[config.mk]
export PLATFORM = sky130hd
export DESIGN_NAME = shape_list_rasterizer_flat
export DESIGN_NICKNAME = d
export VERILOG_FILES = /design/src/sv/slr_pkg.sv /design/src/sv/slr_if.sv /design/src/sv/slr_ctrl.sv /design/src/sv/slr_dp.sv /design/src/sv/shape_list_rasterizer.sv /design/src/flat_wrapper.sv
export SDC_FILE = /design/constraint.sdc
export NUM_CORES = 1
export LEC_CHECK = 0
export ABC_AREA = 1
export BUFFER_PORTS_ARGS = -buffer_cell sky130_fd_sc_hd__buf_2
export CORE_MARGIN = 2
export CORE_UTILIZATION = 55
export DETAILED_ROUTE_END_ITERATION = 10
export PLACE_DENSITY = 0.74
export RECOVER_POWER = 25
export SLEW_MARGIN = 20
export SYNTH_ARGS = -nofsm -noshare
export SYNTH_HDL_FRONTEND = slang
export SYNTH_SLANG_ARGS = --single-unit
[constraint.sdc]
create_clock -name clk -period 6.6 [get_ports clk]
set_input_delay 0 -clock clk [delete_from_list [all_inputs] [get_ports clk]]
set_output_delay 0 -clock clk [all_outputs]
set_load 0.01 [all_outputs]
[src/sv/slr_pkg.sv]
`default_nettype none
// ----------------------------------------------------------------------------
// slr_pkg: shape list rasterizer package
// Types, codes and sizes shared by the controller, datapath, top level and checker.
// ----------------------------------------------------------------------------
package slr_pkg;

	localparam int MAX_SHAPES = 16;
	localparam int MAX_DIM    = 256;
	localparam int IDX_W      = $clog2(MAX_SHAPES);
	localparam int CNT_W      = $clog2(MAX_SHAPES + 1);
	localparam int DIM_W      = $clog2(MAX_DIM + 1);
	localparam int CFG_IDX_W  = 1;

	localparam logic [7:0]       BLANK_PIXEL   = 8'd46;
	localparam logic [DIM_W-1:0] CANVAS_RESET  = DIM_W'(16);
	localparam logic [DIM_W-1:0] CANVAS_MAX    = DIM_W'(MAX_DIM);
	localparam logic [CNT_W-1:0] SHAPES_FULL   = CNT_W'(MAX_SHAPES);

	typedef enum logic [1:0] {
		CMD_ADD   = 2'd0,
		CMD_DEL   = 2'd1,
		CMD_QUERY = 2'd2,
		CMD_NONE  = 2'd3
	} cmd_t;

	typedef enum logic [1:0] {
		KIND_RECT     = 2'd0,
		KIND_TRI_UP   = 2'd1,
		KIND_TRI_DOWN = 2'd2
	} kind_t;

	typedef enum logic [2:0] {
		ST_OK         = 3'd0,
		ST_BAD_SIZE   = 3'd1,
		ST_OFF_CANVAS = 3'd2,
		ST_FULL       = 3'd3,
		ST_NO_ENTRY   = 3'd4
	} status_t;

	typedef enum logic [CFG_IDX_W-1:0] {
		CFG_ROWS = 1'b0,
		CFG_COLS = 1'b1
	} cfg_reg_t;

	typedef enum logic [1:0] {
		S_IDLE,
		S_CHECK,
		S_SCAN,
		S_FINISH
	} state_t;

	typedef struct packed {
		logic [1:0] cmd;
		logic [1:0] shape_kind;
		logic [7:0] centre_x;
		logic [7:0] centre_y;
		logic [7:0] shape_width;
		logic [7:0] shape_height;
		logic [7:0] brush_char;
		logic [3:0] entry_index;
		logic [7:0] query_row;
		logic [7:0] query_col;
	} item_t;

	typedef struct packed {
		logic [1:0] kind;
		logic [7:0] x;
		logic [7:0] y;
		logic [7:0] w;
		logic [7:0] h;
		logic [7:0] brush;
	} shape_t;

	typedef struct packed {
		logic load;
		logic check;
		logic scan_en;
		logic load_out;
	} ctrl_cmd_t;

	typedef struct packed {
		logic need_scan;
		logic scan_done;
	} dp_stat_t;

endpackage
`default_nettype wire

[src/sv/slr_if.sv]
`default_nettype none
// ----------------------------------------------------------------------------
// slr_if: shape list rasterizer channels
// Command channel and result channel, each with valid, ready and payload.
// ----------------------------------------------------------------------------
interface slr_in_if;
	logic       valid;
	logic       ready;
	logic [1:0] cmd;
	logic [1:0] shape_kind;
	logic [7:0] centre_x;
	logic [7:0] centre_y;
	logic [7:0] shape_width;
	logic [7:0] shape_height;
	logic [7:0] brush_char;
	logic [3:0] entry_index;
	logic [7:0] query_row;
	logic [7:0] query_col;

	modport source (output valid, cmd, shape_kind, centre_x, centre_y, shape_width,
		shape_height, brush_char, entry_index, query_row, query_col, input ready);
	modport sink (input valid, cmd, shape_kind, centre_x, centre_y, shape_width,
		shape_height, brush_char, entry_index, query_row, query_col, output ready);
endinterface

interface slr_out_if;
	logic       valid;
	logic       ready;
	logic [2:0] status;
	logic [3:0] new_index;
	logic [7:0] pixel_char;

	modport source (output valid, status, new_index, pixel_char, input ready);
	modport sink (input valid, status, new_index, pixel_char, output ready);
endinterface
`default_nettype wire

[src/sv/slr_ctrl.sv]
`default_nettype none
// ----------------------------------------------------------------------------
// slr_ctrl: shape list rasterizer controller
// Sequences accept, check, table walk and result hand-off.
// ----------------------------------------------------------------------------
module slr_ctrl import slr_pkg::*; (
	input  wire logic      clk,
	input  wire logic      arst_n,
	input  wire logic      in_valid,
	output logic           in_ready,
	output logic           out_valid,
	input  wire logic      out_ready,
	input  wire dp_stat_t  stat,
	output ctrl_cmd_t      ctl
);

	state_t state_q, state_d;
	logic   out_valid_q;

	always_ff @(posedge clk or negedge arst_n) begin
		if (!arst_n) begin
			state_q     <= S_IDLE;
			out_valid_q <= 1'b0;
		end else begin
			state_q <= state_d;
			if (ctl.load_out)
				out_valid_q <= 1'b1;
			else if (out_ready)
				out_valid_q <= 1'b0;
		end
	end

	always_comb begin
		state_d  = state_q;
		ctl      = '0;
		in_ready = 1'b0;
		unique case (state_q)
			S_IDLE: begin
				in_ready = 1'b1;
				if (in_valid) begin
					ctl.load = 1'b1;
					state_d  = S_CHECK;
				end
			end
			S_CHECK: begin
				ctl.check = 1'b1;
				state_d   = stat.need_scan ? S_SCAN : S_FINISH;
			end
			S_SCAN: begin
				ctl.scan_en = 1'b1;
				if (stat.scan_done)
					state_d = S_FINISH;
			end
			S_FINISH: begin
				// The result register frees up in the same cycle it is taken.
				if (!out_valid_q || out_ready) begin
					ctl.load_out = 1'b1;
					state_d      = S_IDLE;
				end
			end
			default: state_d = S_IDLE;
		endcase
	end

	assign out_valid = out_valid_q;

endmodule
`default_nettype wire

[src/sv/slr_dp.sv]
`default_nettype none
// ----------------------------------------------------------------------------
// slr_dp: shape list rasterizer datapath
// Canvas registers, shape table memory, add checks, coverage test and results.
// ----------------------------------------------------------------------------
module slr_dp import slr_pkg::*; (
	input  wire logic                 clk,
	input  wire logic                 arst_n,
	input  wire logic                 cfg_we,
	input  wire logic [CFG_IDX_W-1:0] cfg_index,
	input  wire logic [DIM_W-1:0]     cfg_data,
	input  wire item_t                item,
	input  wire ctrl_cmd_t            ctl,
	output dp_stat_t                  stat,
	output logic [2:0]                status,
	output logic [3:0]                new_index,
	output logic [7:0]                pixel_char
);

	item_t            item_q;
	logic [DIM_W-1:0] rows_q, cols_q;
	logic [CNT_W-1:0] count_q;
	logic [CNT_W-1:0] ptr_q;
	shape_t           mem [MAX_SHAPES];
	shape_t           rd_data_s1;
	logic [IDX_W-1:0] rd_addr_s1;
	logic             rd_valid_s1;

	status_t          res_status_q;
	logic [3:0]       res_new_q;
	logic [7:0]       res_pix_q;
	logic [2:0]       out_status_q;
	logic [3:0]       out_new_q;
	logic [7:0]       out_pix_q;

	logic [DIM_W-1:0] cfg_sat;
	assign cfg_sat = (cfg_data > CANVAS_MAX) ? CANVAS_MAX : cfg_data;

	always_ff @(posedge clk or negedge arst_n) begin
		if (!arst_n) begin
			rows_q <= CANVAS_RESET;
			cols_q <= CANVAS_RESET;
		end else if (cfg_we) begin
			unique case (cfg_reg_t'(cfg_index))
				CFG_ROWS: rows_q <= cfg_sat;
				CFG_COLS: cols_q <= cfg_sat;
				default:  ;
			endcase
		end
	end

	always_ff @(posedge clk) begin
		if (ctl.load)
			item_q <= item;
	end

	// Extent of the shape around its centre or apex, then the canvas bounds.
	logic [7:0] left, right, top, bottom, ext;
	logic       size_bad, off_canvas;
	status_t    add_status;

	always_comb begin
		left     = '0;
		right    = '0;
		top      = '0;
		bottom   = '0;
		size_bad = 1'b0;
		ext      = (item_q.shape_height == 8'd0) ? 8'd0 : item_q.shape_height - 8'd1;
		case (item_q.shape_kind)
			KIND_RECT: begin
				size_bad = !item_q.shape_width[0] || !item_q.shape_height[0];
				left     = item_q.shape_width >> 1;
				right    = item_q.shape_width >> 1;
				top      = item_q.shape_height >> 1;
				bottom   = item_q.shape_height >> 1;
			end
			KIND_TRI_UP: begin
				left   = ext;
				right  = ext;
				bottom = ext;
			end
			KIND_TRI_DOWN: begin
				left  = ext;
				right = ext;
				top   = ext;
			end
			default: size_bad = 1'b1;
		endcase
		off_canvas = (item_q.centre_x < left) || (item_q.centre_y < top) ||
			(({1'b0, item_q.centre_x} + {1'b0, right}) >= cols_q) ||
			(({1'b0, item_q.centre_y} + {1'b0, bottom}) >= rows_q);
		if (size_bad)
			add_status = ST_BAD_SIZE;
		else if (off_canvas)
			add_status = ST_OFF_CANVAS;
		else if (count_q >= SHAPES_FULL)
			add_status = ST_FULL;
		else
			add_status = ST_OK;
	end

	logic del_ok, query_on;
	assign del_ok   = CNT_W'(item_q.entry_index) < count_q;
	assign query_on = ({1'b0, item_q.query_row} < rows_q) &&
		({1'b0, item_q.query_col} < cols_q);

	// Table walk: read one entry per cycle, use the registered data in the next cycle.
	logic issue;
	assign issue = ctl.scan_en && (ptr_q < count_q);

	always_comb begin
		stat.need_scan = ((item_q.cmd == CMD_DEL) && del_ok) ||
			((item_q.cmd == CMD_QUERY) && query_on);
		stat.scan_done = ctl.scan_en && !issue && !rd_valid_s1;
	end

	// Coverage of the queried pixel by the entry just read.
	logic [7:0] dx, dy, k;
	logic       k_ok, hit;

	always_comb begin
		dx   = (item_q.query_col >= rd_data_s1.x) ? item_q.query_col - rd_data_s1.x :
			rd_data_s1.x - item_q.query_col;
		dy   = (item_q.query_row >= rd_data_s1.y) ? item_q.query_row - rd_data_s1.y :
			rd_data_s1.y - item_q.query_row;
		k    = dy;
		k_ok = 1'b0;
		hit  = 1'b0;
		case (rd_data_s1.kind)
			KIND_RECT:
				hit = (dx <= (rd_data_s1.w >> 1)) && (dy <= (rd_data_s1.h >> 1));
			KIND_TRI_UP: begin
				k_ok = item_q.query_row >= rd_data_s1.y;
				hit  = k_ok && (k < rd_data_s1.h) && (dx <= k);
			end
			KIND_TRI_DOWN: begin
				k_ok = rd_data_s1.y >= item_q.query_row;
				hit  = k_ok && (k < rd_data_s1.h) && (dx <= k);
			end
			default: hit = 1'b0;
		endcase
	end

	// Single write port: an add in the check cycle, or a shift during delete.
	logic             wr_en;
	logic [IDX_W-1:0] wr_addr;
	shape_t           wr_data;
	logic             add_commit;

	assign add_commit = ctl.check && (item_q.cmd == CMD_ADD) && (add_status == ST_OK);

	always_comb begin
		wr_en   = 1'b0;
		wr_addr = count_q[IDX_W-1:0];
		wr_data = '{kind: item_q.shape_kind, x: item_q.centre_x, y: item_q.centre_y,
			w: item_q.shape_width, h: item_q.shape_height, brush: item_q.brush_char};
		if (add_commit) begin
			wr_en = 1'b1;
		end else if (rd_valid_s1 && (item_q.cmd == CMD_DEL)) begin
			wr_en   = 1'b1;
			wr_addr = rd_addr_s1 - IDX_W'(1);
			wr_data = rd_data_s1;
		end
	end

	always_ff @(posedge clk) begin
		if (wr_en)
			mem[wr_addr] <= wr_data;
		if (issue) begin
			rd_data_s1 <= mem[ptr_q[IDX_W-1:0]];
			rd_addr_s1 <= ptr_q[IDX_W-1:0];
		end
	end

	always_ff @(posedge clk or negedge arst_n) begin
		if (!arst_n) begin
			count_q     <= '0;
			ptr_q       <= '0;
			rd_valid_s1 <= 1'b0;
		end else begin
			rd_valid_s1 <= issue;
			if (ctl.check)
				ptr_q <= (item_q.cmd == CMD_DEL) ?
					CNT_W'(item_q.entry_index) + CNT_W'(1) : '0;
			else if (issue)
				ptr_q <= ptr_q + CNT_W'(1);
			if (add_commit)
				count_q <= count_q + CNT_W'(1);
			else if (stat.scan_done && (item_q.cmd == CMD_DEL))
				count_q <= count_q - CNT_W'(1);
		end
	end

	// Result fields known in the check cycle; a query walk may still repaint the pixel.
	status_t    chk_status;
	logic [3:0] chk_new;
	logic [7:0] chk_pix;

	always_comb begin
		chk_status = ST_OK;
		chk_new    = 4'd0;
		chk_pix    = 8'd0;
		case (item_q.cmd)
			CMD_ADD: begin
				chk_status = add_status;
				if (add_status == ST_OK)
					chk_new = 4'(count_q);
			end
			CMD_DEL:
				if (!del_ok)
					chk_status = ST_NO_ENTRY;
			CMD_QUERY: begin
				chk_pix = BLANK_PIXEL;
				if (!query_on)
					chk_status = ST_OFF_CANVAS;
			end
			default: ;
		endcase
	end

	always_ff @(posedge clk) begin
		if (ctl.check) begin
			res_status_q <= chk_status;
			res_new_q    <= chk_new;
			res_pix_q    <= chk_pix;
		end else if (rd_valid_s1 && (item_q.cmd == CMD_QUERY) && hit) begin
			// Later entries overwrite earlier ones, so the last cover wins.
			res_pix_q <= rd_data_s1.brush;
		end
		if (ctl.load_out) begin
			out_status_q <= res_status_q;
			out_new_q    <= res_new_q;
			out_pix_q    <= res_pix_q;
		end
	end

	assign status     = out_status_q;
	assign new_index  = out_new_q;
	assign pixel_char = out_pix_q;

endmodule
`default_nettype wire

[src/sv/shape_list_rasterizer.sv]
`default_nettype none
// Sequence: after acceptance a command is checked; an add, a rejected delete, an
// off-canvas query or an unknown command then goes straight to the result register; a delete
// or query walks the table one entry per cycle over a single read port (at most 16 entries).
// Handshake: one command at a time; the next is taken in the cycle after the result is
// registered, and later while an earlier result waits.
// Reset: shape count cleared, canvas 16 x 16; table contents stay undefined until written.
// ----------------------------------------------------------------------------
// shape_list_rasterizer: shape list with pixel queries
// Controller and datapath joined by command and status structs.
// ----------------------------------------------------------------------------
module shape_list_rasterizer import slr_pkg::*; (
	input  wire logic                 clk,
	input  wire logic                 arst_n,
	input  wire logic                 cfg_we,
	input  wire logic [CFG_IDX_W-1:0] cfg_index,
	input  wire logic [DIM_W-1:0]     cfg_data,
	slr_in_if.sink                    in_ch,
	slr_out_if.source                 out_ch
);

	ctrl_cmd_t ctl;
	dp_stat_t  stat;
	item_t     item;

	assign item = '{cmd: in_ch.cmd, shape_kind: in_ch.shape_kind,
		centre_x: in_ch.centre_x, centre_y: in_ch.centre_y,
		shape_width: in_ch.shape_width, shape_height: in_ch.shape_height,
		brush_char: in_ch.brush_char, entry_index: in_ch.entry_index,
		query_row: in_ch.query_row, query_col: in_ch.query_col};

	slr_ctrl u_ctrl (
		.clk       (clk),
		.arst_n    (arst_n),
		.in_valid  (in_ch.valid),
		.in_ready  (in_ch.ready),
		.out_valid (out_ch.valid),
		.out_ready (out_ch.ready),
		.stat      (stat),
		.ctl       (ctl)
	);

	slr_dp u_dp (
		.clk        (clk),
		.arst_n     (arst_n),
		.cfg_we     (cfg_we),
		.cfg_index  (cfg_index),
		.cfg_data   (cfg_data),
		.item       (item),
		.ctl        (ctl),
		.stat       (stat),
		.status     (out_ch.status),
		.new_index  (out_ch.new_index),
		.pixel_char (out_ch.pixel_char)
	);

endmodule
`default_nettype wire

[src/flat_wrapper.sv]
// flat-port wrapper written by rule: the top's interface ports become plain ports
module shape_list_rasterizer_flat import slr_pkg::*;
  (clk, arst_n, cfg_we, cfg_index, cfg_data, in_ch_valid, in_ch_cmd, in_ch_shape_kind, in_ch_centre_x, in_ch_centre_y, in_ch_shape_width, in_ch_shape_height, in_ch_brush_char, in_ch_entry_index, in_ch_query_row, in_ch_query_col, in_ch_ready, out_ch_valid, out_ch_status, out_ch_new_index, out_ch_pixel_char, out_ch_ready);
  slr_in_if in_ch_i ();
  slr_out_if out_ch_i ();
  input  wire logic clk;
  input  wire logic arst_n;
  input  wire logic cfg_we;
  input  wire logic [CFG_IDX_W-1:0] cfg_index;
  input  wire logic [DIM_W-1:0] cfg_data;
  input wire logic [$bits(in_ch_i.valid)-1:0] in_ch_valid;
  input wire logic [$bits(in_ch_i.cmd)-1:0] in_ch_cmd;
  input wire logic [$bits(in_ch_i.shape_kind)-1:0] in_ch_shape_kind;
  input wire logic [$bits(in_ch_i.centre_x)-1:0] in_ch_centre_x;
  input wire logic [$bits(in_ch_i.centre_y)-1:0] in_ch_centre_y;
  input wire logic [$bits(in_ch_i.shape_width)-1:0] in_ch_shape_width;
  input wire logic [$bits(in_ch_i.shape_height)-1:0] in_ch_shape_height;
  input wire logic [$bits(in_ch_i.brush_char)-1:0] in_ch_brush_char;
  input wire logic [$bits(in_ch_i.entry_index)-1:0] in_ch_entry_index;
  input wire logic [$bits(in_ch_i.query_row)-1:0] in_ch_query_row;
  input wire logic [$bits(in_ch_i.query_col)-1:0] in_ch_query_col;
  output wire logic [$bits(in_ch_i.ready)-1:0] in_ch_ready;
  output wire logic [$bits(out_ch_i.valid)-1:0] out_ch_valid;
  output wire logic [$bits(out_ch_i.status)-1:0] out_ch_status;
  output wire logic [$bits(out_ch_i.new_index)-1:0] out_ch_new_index;
  output wire logic [$bits(out_ch_i.pixel_char)-1:0] out_ch_pixel_char;
  input wire logic [$bits(out_ch_i.ready)-1:0] out_ch_ready;
  assign in_ch_i.valid = in_ch_valid;
  assign in_ch_i.cmd = in_ch_cmd;
  assign in_ch_i.shape_kind = in_ch_shape_kind;
  assign in_ch_i.centre_x = in_ch_centre_x;
  assign in_ch_i.centre_y = in_ch_centre_y;
  assign in_ch_i.shape_width = in_ch_shape_width;
  assign in_ch_i.shape_height = in_ch_shape_height;
  assign in_ch_i.brush_char = in_ch_brush_char;
  assign in_ch_i.entry_index = in_ch_entry_index;
  assign in_ch_i.query_row = in_ch_query_row;
  assign in_ch_i.query_col = in_ch_query_col;
  assign in_ch_ready = in_ch_i.ready;
  assign out_ch_valid = out_ch_i.valid;
  assign out_ch_status = out_ch_i.status;
  assign out_ch_new_index = out_ch_i.new_index;
  assign out_ch_pixel_char = out_ch_i.pixel_char;
  assign out_ch_i.ready = out_ch_ready;
  shape_list_rasterizer u_core (.clk(clk), .arst_n(arst_n), .cfg_we(cfg_we), .cfg_index(cfg_index), .cfg_data(cfg_data), .in_ch(in_ch_i), .out_ch(out_ch_i));
endmodule
* Yosys cells after proc, flatten, opt, wreduce, memory -nomap -nowiden
Memory sizes are Yosys's and may differ from the RTL's. A register that Yosys moved wholly into a read port is not among the register bits.
Cells that the tools add are included.
Widths: inputs -> output; s select.
** Word-level totals
- Register bits after elaboration :: 130
- RAM bits :: 672
- Input bits :: 79
- Output and inout bits :: 17
- Logic and storage cells :: 155
- Memories :: 1
** Memory list
- u_core.u_dp.mem :: depth 16, bits a word 42, read ports 1, clocked after memory_dff 1, write ports 1, line slr_dp.sv:24 : shape_t mem [MAX_SHAPES];
** Cells by class
- Add/sub/neg operators :: 12
- Order comparisons :: 17
- Equal/unequal tests :: 12
- Muxes and demuxes :: 45
- Bitwise logic cells :: 1
- Reduce and logical (&&, ||, !) cells :: 43
** Operators with widths (count)
- $mux 42 :: 2
- $pmux 8 s2 :: 3
- $mux 8 :: 5
- $sub 8x8->8 :: 4
- $mux 5 :: 5
- $ge 8x8->1 :: 3
- $lt 8x8->1 :: 3
- $add 8x8->9 :: 2
- $ge 9x9->1 :: 2
- $lt 8x9->1 :: 2
- $logic_and 1x1->1 :: 17
- $le 8x7->1 :: 2
- $mux 1 :: 14
- $mux 2 :: 7
- $add 5x1->5 const B :: 2
- $eq 2x2->1 const B :: 5
- $gt 9x9->1 const B :: 1
- $mux 9 :: 1
- $pmux 3 s3 :: 1
- $eq 2x1->1 const B :: 4
- $le 8x8->1 :: 1
- $logic_not 2->1 :: 4
- $logic_not 8->1 :: 1
- $mux 4 :: 2
- 21 further kinds :: 37

* Depth between registers and ports, before layout
Gate-level depths: netlist (run 1).
- Depth after elaboration :: 14
- Depth in mapped cells :: 40
- Depth with buffers taken out :: 40

* Hierarchy
From an unflattened synthesis (run 1), not the netlist that was laid out.
** Second synthesis, totals
- Cell total of the unflattened synthesis :: 2906
- Area, all modules :: 36424.9 sq um
** Modules (own cells, without submodules)
- slr_dp :: instances 1, cells each 2872, area each 36168.4 sq um, sequential area each 24601.1 sq um
- slr_ctrl :: instances 1, cells each 34, area each 256.5 sq um, sequential area each 75.1 sq um

* Worst setup path before layout (run 1)
No wires, ideal clock.
- Kind :: reg2reg
- From :: reg u_core.u_dp.item_q[60] in the netlist's numbering
- To :: mem u_core.u_dp.mem[4][0] in the netlist's numbering, enable pin
- Data arrival time :: 5.862 ns
- Required time :: 6.161 ns
- Setup slack :: 0.299 ns
- Stages on the path, launching flop included :: 29
- Cells stage by stage :: edfxtp_1 -> inv_1 -> ha_1 -> clkinv_1 -> nor2_1 -> nand2_1 -> o21ai_0 -> ha_1 -> inv_1 -> fa_1 -> o31ai_1 -> a21oi_1 -> o21bai_1 -> xor2_1 -> inv_1 -> ha_1 -> a21oi_1 -> nand2_1 -> nand2_1 -> nand2_1 -> nand2_1 -> nand2_1 -> nor2_2 -> nand3_2 -> nor2_4 -> nand2_4 -> nand2_4 -> nand3_2 -> nor2_1
** On the way
- Longest elaborated chain between the ends :: 14
** Ends and longest elaborated chain
- start: declaration :: line slr_dp.sv:20 : item_t item_q;
- start signal: assignment :: line slr_dp.sv:54 : item_q <= item;
- $eq 2x2->1 / $eq 2x1->1 (equally long branches) :: line slr_dp.sv:69 : case (item_q.shape_kind)
- $reduce_or 2->1 (no line)
- $pmux 8 s2 :: line slr_dp.sv:69
- $add 8x8->9 / $lt 8x8->1 (equally long branches) :: line slr_dp.sv:90, slr_dp.sv:89
- $ge 9x9->1 / $logic_or 1x1->1 (equally long branches) :: line slr_dp.sv:90, slr_dp.sv:89
- $logic_or 1x1->1 :: line slr_dp.sv:89 : off_canvas = (item_q.centre_x < left) || (item_q.centre_y < top) ||
- $logic_or 1x1->1 :: line slr_dp.sv:90 : (({1'b0, item_q.centre_x} + {1'b0, right}) >= cols_q) ||
- $mux 2 :: line slr_dp.sv:94 : else if (off_canvas)
- $mux 2 * :: line slr_dp.sv:92 : if (size_bad)
- $logic_not 3->1 * :: line slr_dp.sv:150 : assign add_commit = ctl.check && (item_q.cmd == CMD_ADD) && (add_status == ST_OK);
- $logic_and 1x1->1 * :: line slr_dp.sv:150
- $mux 1 :: line slr_dp.sv:157 : if (add_commit) begin
- $mux 1 :: line slr_dp.sv:167 : if (wr_en)
- $mux 1 (not written as such) :: line slr_dp.sv:168 : mem[wr_addr] <= wr_data;
- end: declaration :: line slr_dp.sv:24
Every way passes the cells marked *; elsewhere a longest branch is shown, timed or not.

* Worst setup path in the final report (run 1)
- From :: reg u_core.u_dp.item_q[60] in the netlist's numbering
- To :: mem u_core.u_dp.mem[7][17] in the netlist's numbering, enable pin
The elaborated chain is that of the path after synthesis.

==> summary.md, run 1 <==
The first global-routing pass estimated 143,000 microns of wire. Category of the most critical setup path: flop to flop. The via count of the first global-routing pass was 24.1k. Among the stages of the critical path, the cell type that occurs most often is nand2_1. The count of final hold-check violations is 0, and the final-layout setup total negative slack is 0 ns.

For the area of the die, the log shows 68,100 sq um. After clock tree synthesis, the clock-pin slew on the worst setup and hold paths is 0.06 ns. The y dimension of the die works out to 261 microns. Setup violations remaining at the end of the flow were counted as 0. The primary flip-flop cell chosen by synthesis mapping was edfxtp_1. Yosys mapped the design onto 52 distinct sky130hd cell types. The share of final-layout standard cells stronger than drive strength 1 was 9.08%; the flip-flop and latch count after synthesis was 827. Once detail routing completed, the nets flagged for antenna violations numbered 0. The detailed placement HPWL is 60,600 microns. TritonCTS built the clock tree. The tools report the number of vias after detailed routing as 24.5k. The most frequent standard cell in the layout excluding fill and tap cells is edfxtp_1. The flow ran to the end, but the final reports show violations.

The routed wire length is 96,300 microns. The logs give 0.65 ns for the clock latency reported for the late side of the worst-skew pair and 2,967 for the initial detailed-routing violation count. The Yosys step of the flow raised 0 warnings. Critical path's slowest cell: fa_1. For the cell count after placement, the log shows 3,822.

For the worst setup path, the data required time is 6.89 ns. After clock tree synthesis, the repair step resized 0 gates. The tools report the first-pass iteration count of the detailed router as 5.

In the routed design, unresolved DRC markers number 0. Entering global routing, the biggest net connects 199 pins. For this configuration, the core starts out at a cell density of 55.4%. IR analysis of the VDD net gives a maximum drop of 0.000323 V. The worst hold path belongs to the class primary input to flop. The final core utilization was 63.6%.

The placement row count is 94. The tools report the netlist area before placement as 36,300 sq um. Synthesis produced a netlist with a net count of 3,158. The final net count is 3,363. The tool flagged a number of max-cap violations equal to 6. The final reports fail on capacitance limit, slew limit. The tools report the launch point of the worst path as u_core.u_dp.item_q[60]$_DFFE_PP_.

In this run the worst path has a maximum fanout of 26. The leakage power summed over all cells is 15.1 nW, and the number of buffer and inverter instances along the worst setup path is 5. STA puts the critical path data arrival time at 6.41 ns. STA classifies the critical path endpoint as a flop. After synthesis, flip-flops and latches occupy 67.9% of the total area. The die span in x was 261 microns.

The delay contributed by the slowest stage of the critical path is 0.43 ns, and the number of instances in the synthesized netlist is 2,922. Slew of the pin with the lowest slew margin: 2.15 ns. The top cell family by delay on the critical path was simple AND/OR/NAND/NOR gates. The clock sink count was 827; the CTS buffer count was 84. The tools report the overflow left after global routing as 0. The initial antenna violation count was 4.

Setup repair after global routing left no endpoint under its margin. Global routing used 28.2% of the available tracks. The worst path uses 92.8% of the clock period. Total number of H-tree levels: 3. The worst hold path begins at in_ch_brush_char[1]. The reg-to-reg setup timing slack is 0.48 ns. The tools report the worst reg2reg path startpoint as u_core.u_dp.item_q[60]$_DFFE_PP_.

The post-synthesis async set-or-reset flop share came out at 3.87%. In this run, synthesis inferred 795 flip-flops with an integrated enable. The post-detailed-route via-to-cell ratio is 6.03. The time the worst path needs with I/O delays and setup was 6.12 ns. In the layout the commonest cells are 795 x edfxtp_1, 430 x nor2_1, 318 x nand2_1. The master cell of the clock root buffer is clkbuf_16. Average detailed-routed wire length per instance: 23.7 microns.

Routability-driven placement finished with a final weighted congestion of 0.899. The count of input and output buffers came out at 95. Counting along the longest clock path gives a buffer depth of 3. The type of element launching the critical path is a flop.

The logs give 236 for the final-report max-slew violation count and 96 for the total I/O pin count. The final cell count without fillers came out at 4,059. Headroom to the max-slew limit came out at -43.4%. After floorplanning, the core was sized to cover 65,600 sq um.

The area growth from synthesis to layout is 14.8%. The clock skew after layout came out at 0.0315 ns. Mean post-synth cell area: 12.4 sq um. Power spread over the standard cell area amounts to 442 nW/um^2.

Based on the critical path, the design can be clocked at up to 163 MHz.
[state kept, by name (all words and copies together) (netlist names), 5 cells and up]
signal,cells
u_core.u_dp.item_q,64
u_core.u_dp.rd_data_s1,41
u_core.u_dp.mem,656
u_core.u_dp.rows_q,9
u_core.u_dp.res_pix_q,8
u_core.u_dp.cols_q,9
u_core.u_dp.ptr_q,5
u_core.u_dp.pixel_char,8
u_core.u_dp.count_q,5
[final timing paths]
| check | end | depth (start not counted) |
|---|---|---|
| min in group asynchronous | u_core.u_dp.rows_q[2]$_DFFE_PN0P_ | 2 |
| hold / removal | u_core.u_dp.item_q[21]$_DFFE_PP_ | 2 |
| setup / recovery | u_core.u_dp.mem[7][17]$_DFFE_PP_ | 29 |
| setup reg to reg | u_core.u_dp.mem[7][17]$_DFFE_PP_ | 29 |
| hold reg to reg | u_core.u_dp.pixel_char[4]$_DFFE_PP_ | 0 |
| max in group asynchronous | u_core.u_dp.ptr_q[2]$_DFFE_PN0P_ | 2 |
[worst reg2reg max path: cells and delay by family, from the launching register on]
kind,cells,cell delay [ns]
compound gates,5,1.02
xor+xnor,1,0.17
fa+ha+maj,4,1.28
buf+inv,5,0.95
flops,1,0.42
simple gates,14,1.90
[synth_stat cells (2+ instances only)]
cell,instances,share of area [%]
edfxtp_1,795,66
nor2_1,449,4.6
nand2_1,318,3.3
o21ai_0,275,3.8
inv_1,211,2.2
ha_1,150,5.2
clkbuf_1,106,1.1
o32ai_1,104,2.5
nand3_1,80,1.1
a21oi_1,73,1.0
o221ai_1,63,1.5
mux2i_1,62,1.7
dfrtp_1,30,2.1
o211ai_1,24,0.50
xor2_1,23,0.55
buf_2,19,0.26
o22ai_1,14,0.24
buf_1,11,0.11
xnor2_1,11,0.27
inv_2,10,0.10
nand4_1,10,0.17
o21bai_1,8,0.17
fa_1,7,0.39
a21o_1,6,0.12
nor3_1,6,0.083
a21boi_0,5,0.10
nand3_2,5,0.14
a31oi_1,4,0.069
nand2_2,4,0.069
nor2_2,4,0.069
a22oi_1,3,0.062
clkinv_1,3,0.031
nor4_1,3,0.052
a211oi_1,2,0.041
dfstp_2,2,0.14
nand2_4,2,0.062
nand3b_1,2,0.041
o21a_1,2,0.041
o21ai_1,2,0.028
or2_2,2,0.034
[what timing repair did]
item	in CTS	in global routing
hold buffers	83	0
setup buffers	0	0
endpoints found under the hold margin	145	0
[routing by layer]
layer	track usage, %	vias up	part of all wire [%]
li1	-	11000	-
met1	37.9	12000	40
met2	44.9	1250	46
met3	5.31	215	9.1
met4	13.1	4	4.8
met5	0	-	0.028
[report_power, final]
part,switching [mW],leakage [nW],internal (mW)
Combinational,4.71,6.20,2.13
Sequential,0.368,7.59,6.55
Clock,2.01,1.32,2.67
Total,7.09,15.1,11.4
[kinds of logic after synthesis]
family / synth area share, %
xor gates and xnor gates: 0.819
DFF: 67.9
adders and majority gates: 5.55
buffers and inverters: 3.80
and+or+nand+nor: 9.85
muxes: 1.71
AOI/OAI and AO/OA: 10.4
[through the flow]
stage	hold slack [ns]	cell area, sq um	worst slack (ns)	total power [mW]
2_1_floorplan	-0.296	36300	0.299	11.3
3_3_place_gp	0.125	38300	0.678	13.5
3_5_place_dp	0.139	38300	0.561	13.7
4_1_cts	0.00599	41800	0.545	18.4
5_1_grt	0.0583	41700	0.0512	19.4
6_report	0.0611	41700	0.477	18.4
[area by class of cell]
type | instances | area (sq um)
flip-flops and latches | 827 | 24700
repair buffers | 256 | 1970
well taps | 864 | 1080
diodes | 2 | 5.00
clock inverters | 55 | 558
clock buffers | 97 | 2150
inverters | 224 | 848
fillers | 4759 | 23900
multi-input cells | 1734 | 10400
Power figures use the tool's default switching activity.
==> run 2, diff against run 1 <==
- PLACE_DENSITY: 0.74 -> 0.72
- clock period: 6.6 -> 6.09 ns (I/O delays scaled with it)
==> run 2 against run 1 <==
Effect of this change: the flow still finishes with violations (capacitance limit, slew limit); die area stayed put; largest power group unchanged; first-iteration DRC count is 16% higher; largest cell class unchanged; design area is 0.53% higher; count of clock-buffer cells in the layout up 9; sequential cell count unchanged; total power increased by 9.5%.
==> summary.md, run 2 (synthesis results as in run 1) <==
The run finished, with violations left. The final reports fail on capacitance limit, slew limit. The master cell of the clock root buffer is clkbuf_16.

The clock sink count was 827 (unchanged). Final-report max-slew violation count: 242 (+2.5%). Routed length on met1: 40,200 microns (+5.4%).

The final-layout setup total negative slack was 0 ns (unchanged). The routed length on met3 is 8590 microns (-2.3%). The number of max-capacitance violations reported was 5 (-1); the last weighted congestion value of the routability-driven placer was 0.916 (+1.9%). The logs give 7.79 mW (+10%) for the power spent charging and discharging nets and 20.2 mW (+9.5%) for the power after layout. For the area of the multi-input gates, the log shows 10,400 sq um (about the same). The number of flip-flops in the largest register came out at 656 (unchanged). The register area was 24,700 sq um (about the same).

The post-detailed-route DRC marker count was 0 (unchanged). For the total number of H-tree levels, the log shows 3 (unchanged). The final cell count without fillers is 4,073 (+0.34%). The number of buffer and inverter instances along the worst setup path was 6 (+1). Internal power consumption: 12.4 mW (+9.3%). The logs give 0.0414 ns (+0.00985 ns) for the clock skew after layout and 3 (unchanged) for the worst-case clock buffer depth. The tools report the worst supply voltage drop on vdd as 0.000357 V (+11%).

The area of the core region is 65,600 sq um (unchanged). The path class of the tightest hold or removal check is primary input to flop. The largest registers in the layout are u_core.u_dp.mem x656, u_core.u_dp.item_q x64, u_core.u_dp.rd_data_s1 x41. The logs give 4 (unchanged) for the initial antenna violation count and 55.4% (unchanged) for the starting density of the core.

The run gives 96 (unchanged) as the total I/O pin count. For the global-route usage over all layers, the log shows 28.4% (+0.24 points). The tools report the final core utilization as 63.9% (+0.34 points).

Top cell family by delay on the critical path: simple AND/OR/NAND/NOR gates. The portion of total power attributed to combinational logic was 36.7% (-0.4 points); the clock edge transition at the registers on the reported setup and hold paths was 0.07 ns (about the same). The signed area change from the synthesized netlist to the final layout works out to 15.4%.

The worst-case headroom to the max-slew limit is -107% (-63 points). The routed wire length is 97,100 microns (+0.88%), and the count of input and output buffers is 95 (unchanged). The setup path with the least slack is of type flop to flop.

The data required time of the worst path was 6.42 ns (-0.47 ns); the area of the die was 68,100 sq um (unchanged). TritonCTS built the clock tree. The clock latency reported for the late side of the worst-skew pair is 0.67 ns (+0.02 ns).

In the layout the commonest cells are 795 x edfxtp_1, 430 x nor2_1, 318 x nand2_1. The logs give 0 (unchanged) for the antenna violation net count after detailed routing and 175 MHz (+7.3%) for the fmax. For the placement row count, the log shows 94 (unchanged). The power density over cell area was 482 nW/um^2 (+9.0%); the post-detailed-route via-to-cell ratio was 6.06 (+0.43%).

Leaving out fill and tap cells, the most frequent cell in the layout is edfxtp_1. For the number of inserted filler cells in the final layout, the log shows 4,801 (+0.88%). The via count of the first global-routing pass is 23.9k (-0.97%), and the count of final hold-check violations is 0 (unchanged). The y dimension of the die was 261 microns (unchanged); the sequential group share of total power was 37.5% (about the same).

The highest metal layer with signal wires is met5. The tools report the first-pass iteration count of the detailed router as 8 (+3). The detailed placement HPWL is 61,100 microns (+0.83%).

For the wire length on met2, the log shows 45,400 microns (+1.6%). The worst setup path is launched from a flop. The run gives 3,450 (+16%) as the initial detailed-routing violation count. The share of final-layout standard cells stronger than drive strength 1 works out to 9.45% (+0.37 points). The worst setup path is captured at a flop. The die span in x came out at 261 microns (unchanged). The time the worst path needs with I/O delays and setup is 5.70 ns (-0.419 ns). Setup repair after global routing left no endpoint under its margin. The maximum number of pins on one net before global-route repair came out at 169 (-15%). For the final net count, the log shows 3,375 (+0.36%). The register containing the most flip-flops in the final layout is u_core.u_dp.mem.

The slew of the pin with the lowest slew margin is 3.10 ns (+0.952 ns). The average detailed-routed wire length per instance is 23.8 microns (+0.53%). CTS buffer count: 86 (+2.4%). The critical path's slowest cell is fa_1.

The number of vias after detailed routing is 24.7k (+0.77%), and the maximum fanout along the worst path is 41 (+58%). The data arrival time at the worst-slack endpoint is 6.03 ns (-0.38 ns), and the switching part of the total is 38.6% (+0.16 points). The final count of negative-setup-slack endpoints is 0 (unchanged), and the delay contributed by the slowest stage of the critical path is 0.45 ns (+0.02 ns). The most numerous cell on the critical path was nand2_1. For the leakage power summed over all cells, the log shows 15.2 nW (+0.62%).

The overflow left after global routing is 0 (unchanged), and the first-pass GRT wire length is 145,000 microns (+1.3%). The cell count after placement is 3,823 (+0.026%). The share of the clock period used by the worst path was 93.7% (+0.89 points); the clock network fraction of total power was 25.7% (+0.3 points).
[run 2: changes by cell type in the layout (fill, tap and decap cells not counted), sizes merged]
| cell | delta |
|---|---|
| bufinv | -1 |
| clkinvlp | -1 |
| clkinv | -5 |
| dlygate4sd3 | +5 |
| inv | +2 |
| clkbuf | +10 |
| buf | +4 |
[run 2: layout make-up]
class	count	area share [%]
flip-flops and latches	827	58.9
multi-input cells	1734	24.9
clock buffers	106	5.41
repair buffers	266	4.99
well taps	864	2.58
inverters	224	2.02
clock inverters	50	1.27
diodes	2	0.0119
[run 2: final timing paths]
path,startpoint,to,slack [ns],cells past startpoint
max,u_core.u_dp.item_q[60]$_DFFE_PP_,u_core.u_dp.mem[6][20]$_DFFE_PP_,0.39,31
min,in_ch_brush_char[6],u_core.u_dp.item_q[26]$_DFFE_PP_,0.04,2
max reg2reg,u_core.u_dp.item_q[60]$_DFFE_PP_,u_core.u_dp.mem[6][20]$_DFFE_PP_,0.39,31
min reg2reg,u_core.u_dp.res_new_q[2]$_SDFFCE_PN0P_,u_core.u_dp.new_index[2]$_DFFE_PP_,0.42,0
max in group asynchronous,arst_n,u_core.u_dp.ptr_q[0]$_DFFE_PN0P_,4.09,2
min in group asynchronous,arst_n,u_core.u_dp.count_q[4]$_DFFE_PN0P_,0.51,2
[run 2: power groups by stage]
stage | clock network, mW | registers (mW) | logic, mW
3_5_place_dp | 0 | 7.68 | 7.25
3_3_place_gp | 0 | 7.66 | 7.07
4_1_cts | 5.25 | 7.57 | 7.35
6_report | 5.20 | 7.58 | 7.42
2_1_floorplan | 0 | 7.40 | 4.85
5_1_grt | 5.47 | 7.62 | 8.15
[run 2: timing repair]
| action | 4_1_cts | 5_1_grt |
|---|---|---|
| resized for setup | 0 | 4 |
| hold buffers | 88 | 0 |
| endpoints found under the setup margin | 0 | 293 |
| hold endpoints to repair | 121 | 0 |
| setup buffers | 0 | 4 |
[run 2: routing by layer]
metal  track usage, %  vias up
met3             4.91      185
met1             40.6    12200
met4             9.23        2
met2             44.8     1267
met5                0        -
li1                 -    11100
[run 2: worst register-to-register path, delay by kind of cell (launching register included)]
kind                       cells  cell delay [ns]
DFF                            1             0.44
buffers and inverters          6             0.72
and+or+nand+nor               16             1.98
AOI/OAI and AO/OA              4             0.79
adders and majority gates      4             1.27
xor gates and xnor gates       1             0.18
[run 2: metrics by stage]
step           hold slack, ns  worst slack (ns)  cell area, sq um
3_3_place_gp            0.137             0.439             38300
5_1_grt                0.0301           0.00972             41900
2_1_floorplan          -0.296            -0.211             36400
3_5_place_dp            0.146             0.291             38300
4_1_cts               0.00345             0.281             42000
6_report               0.0398             0.386             41900
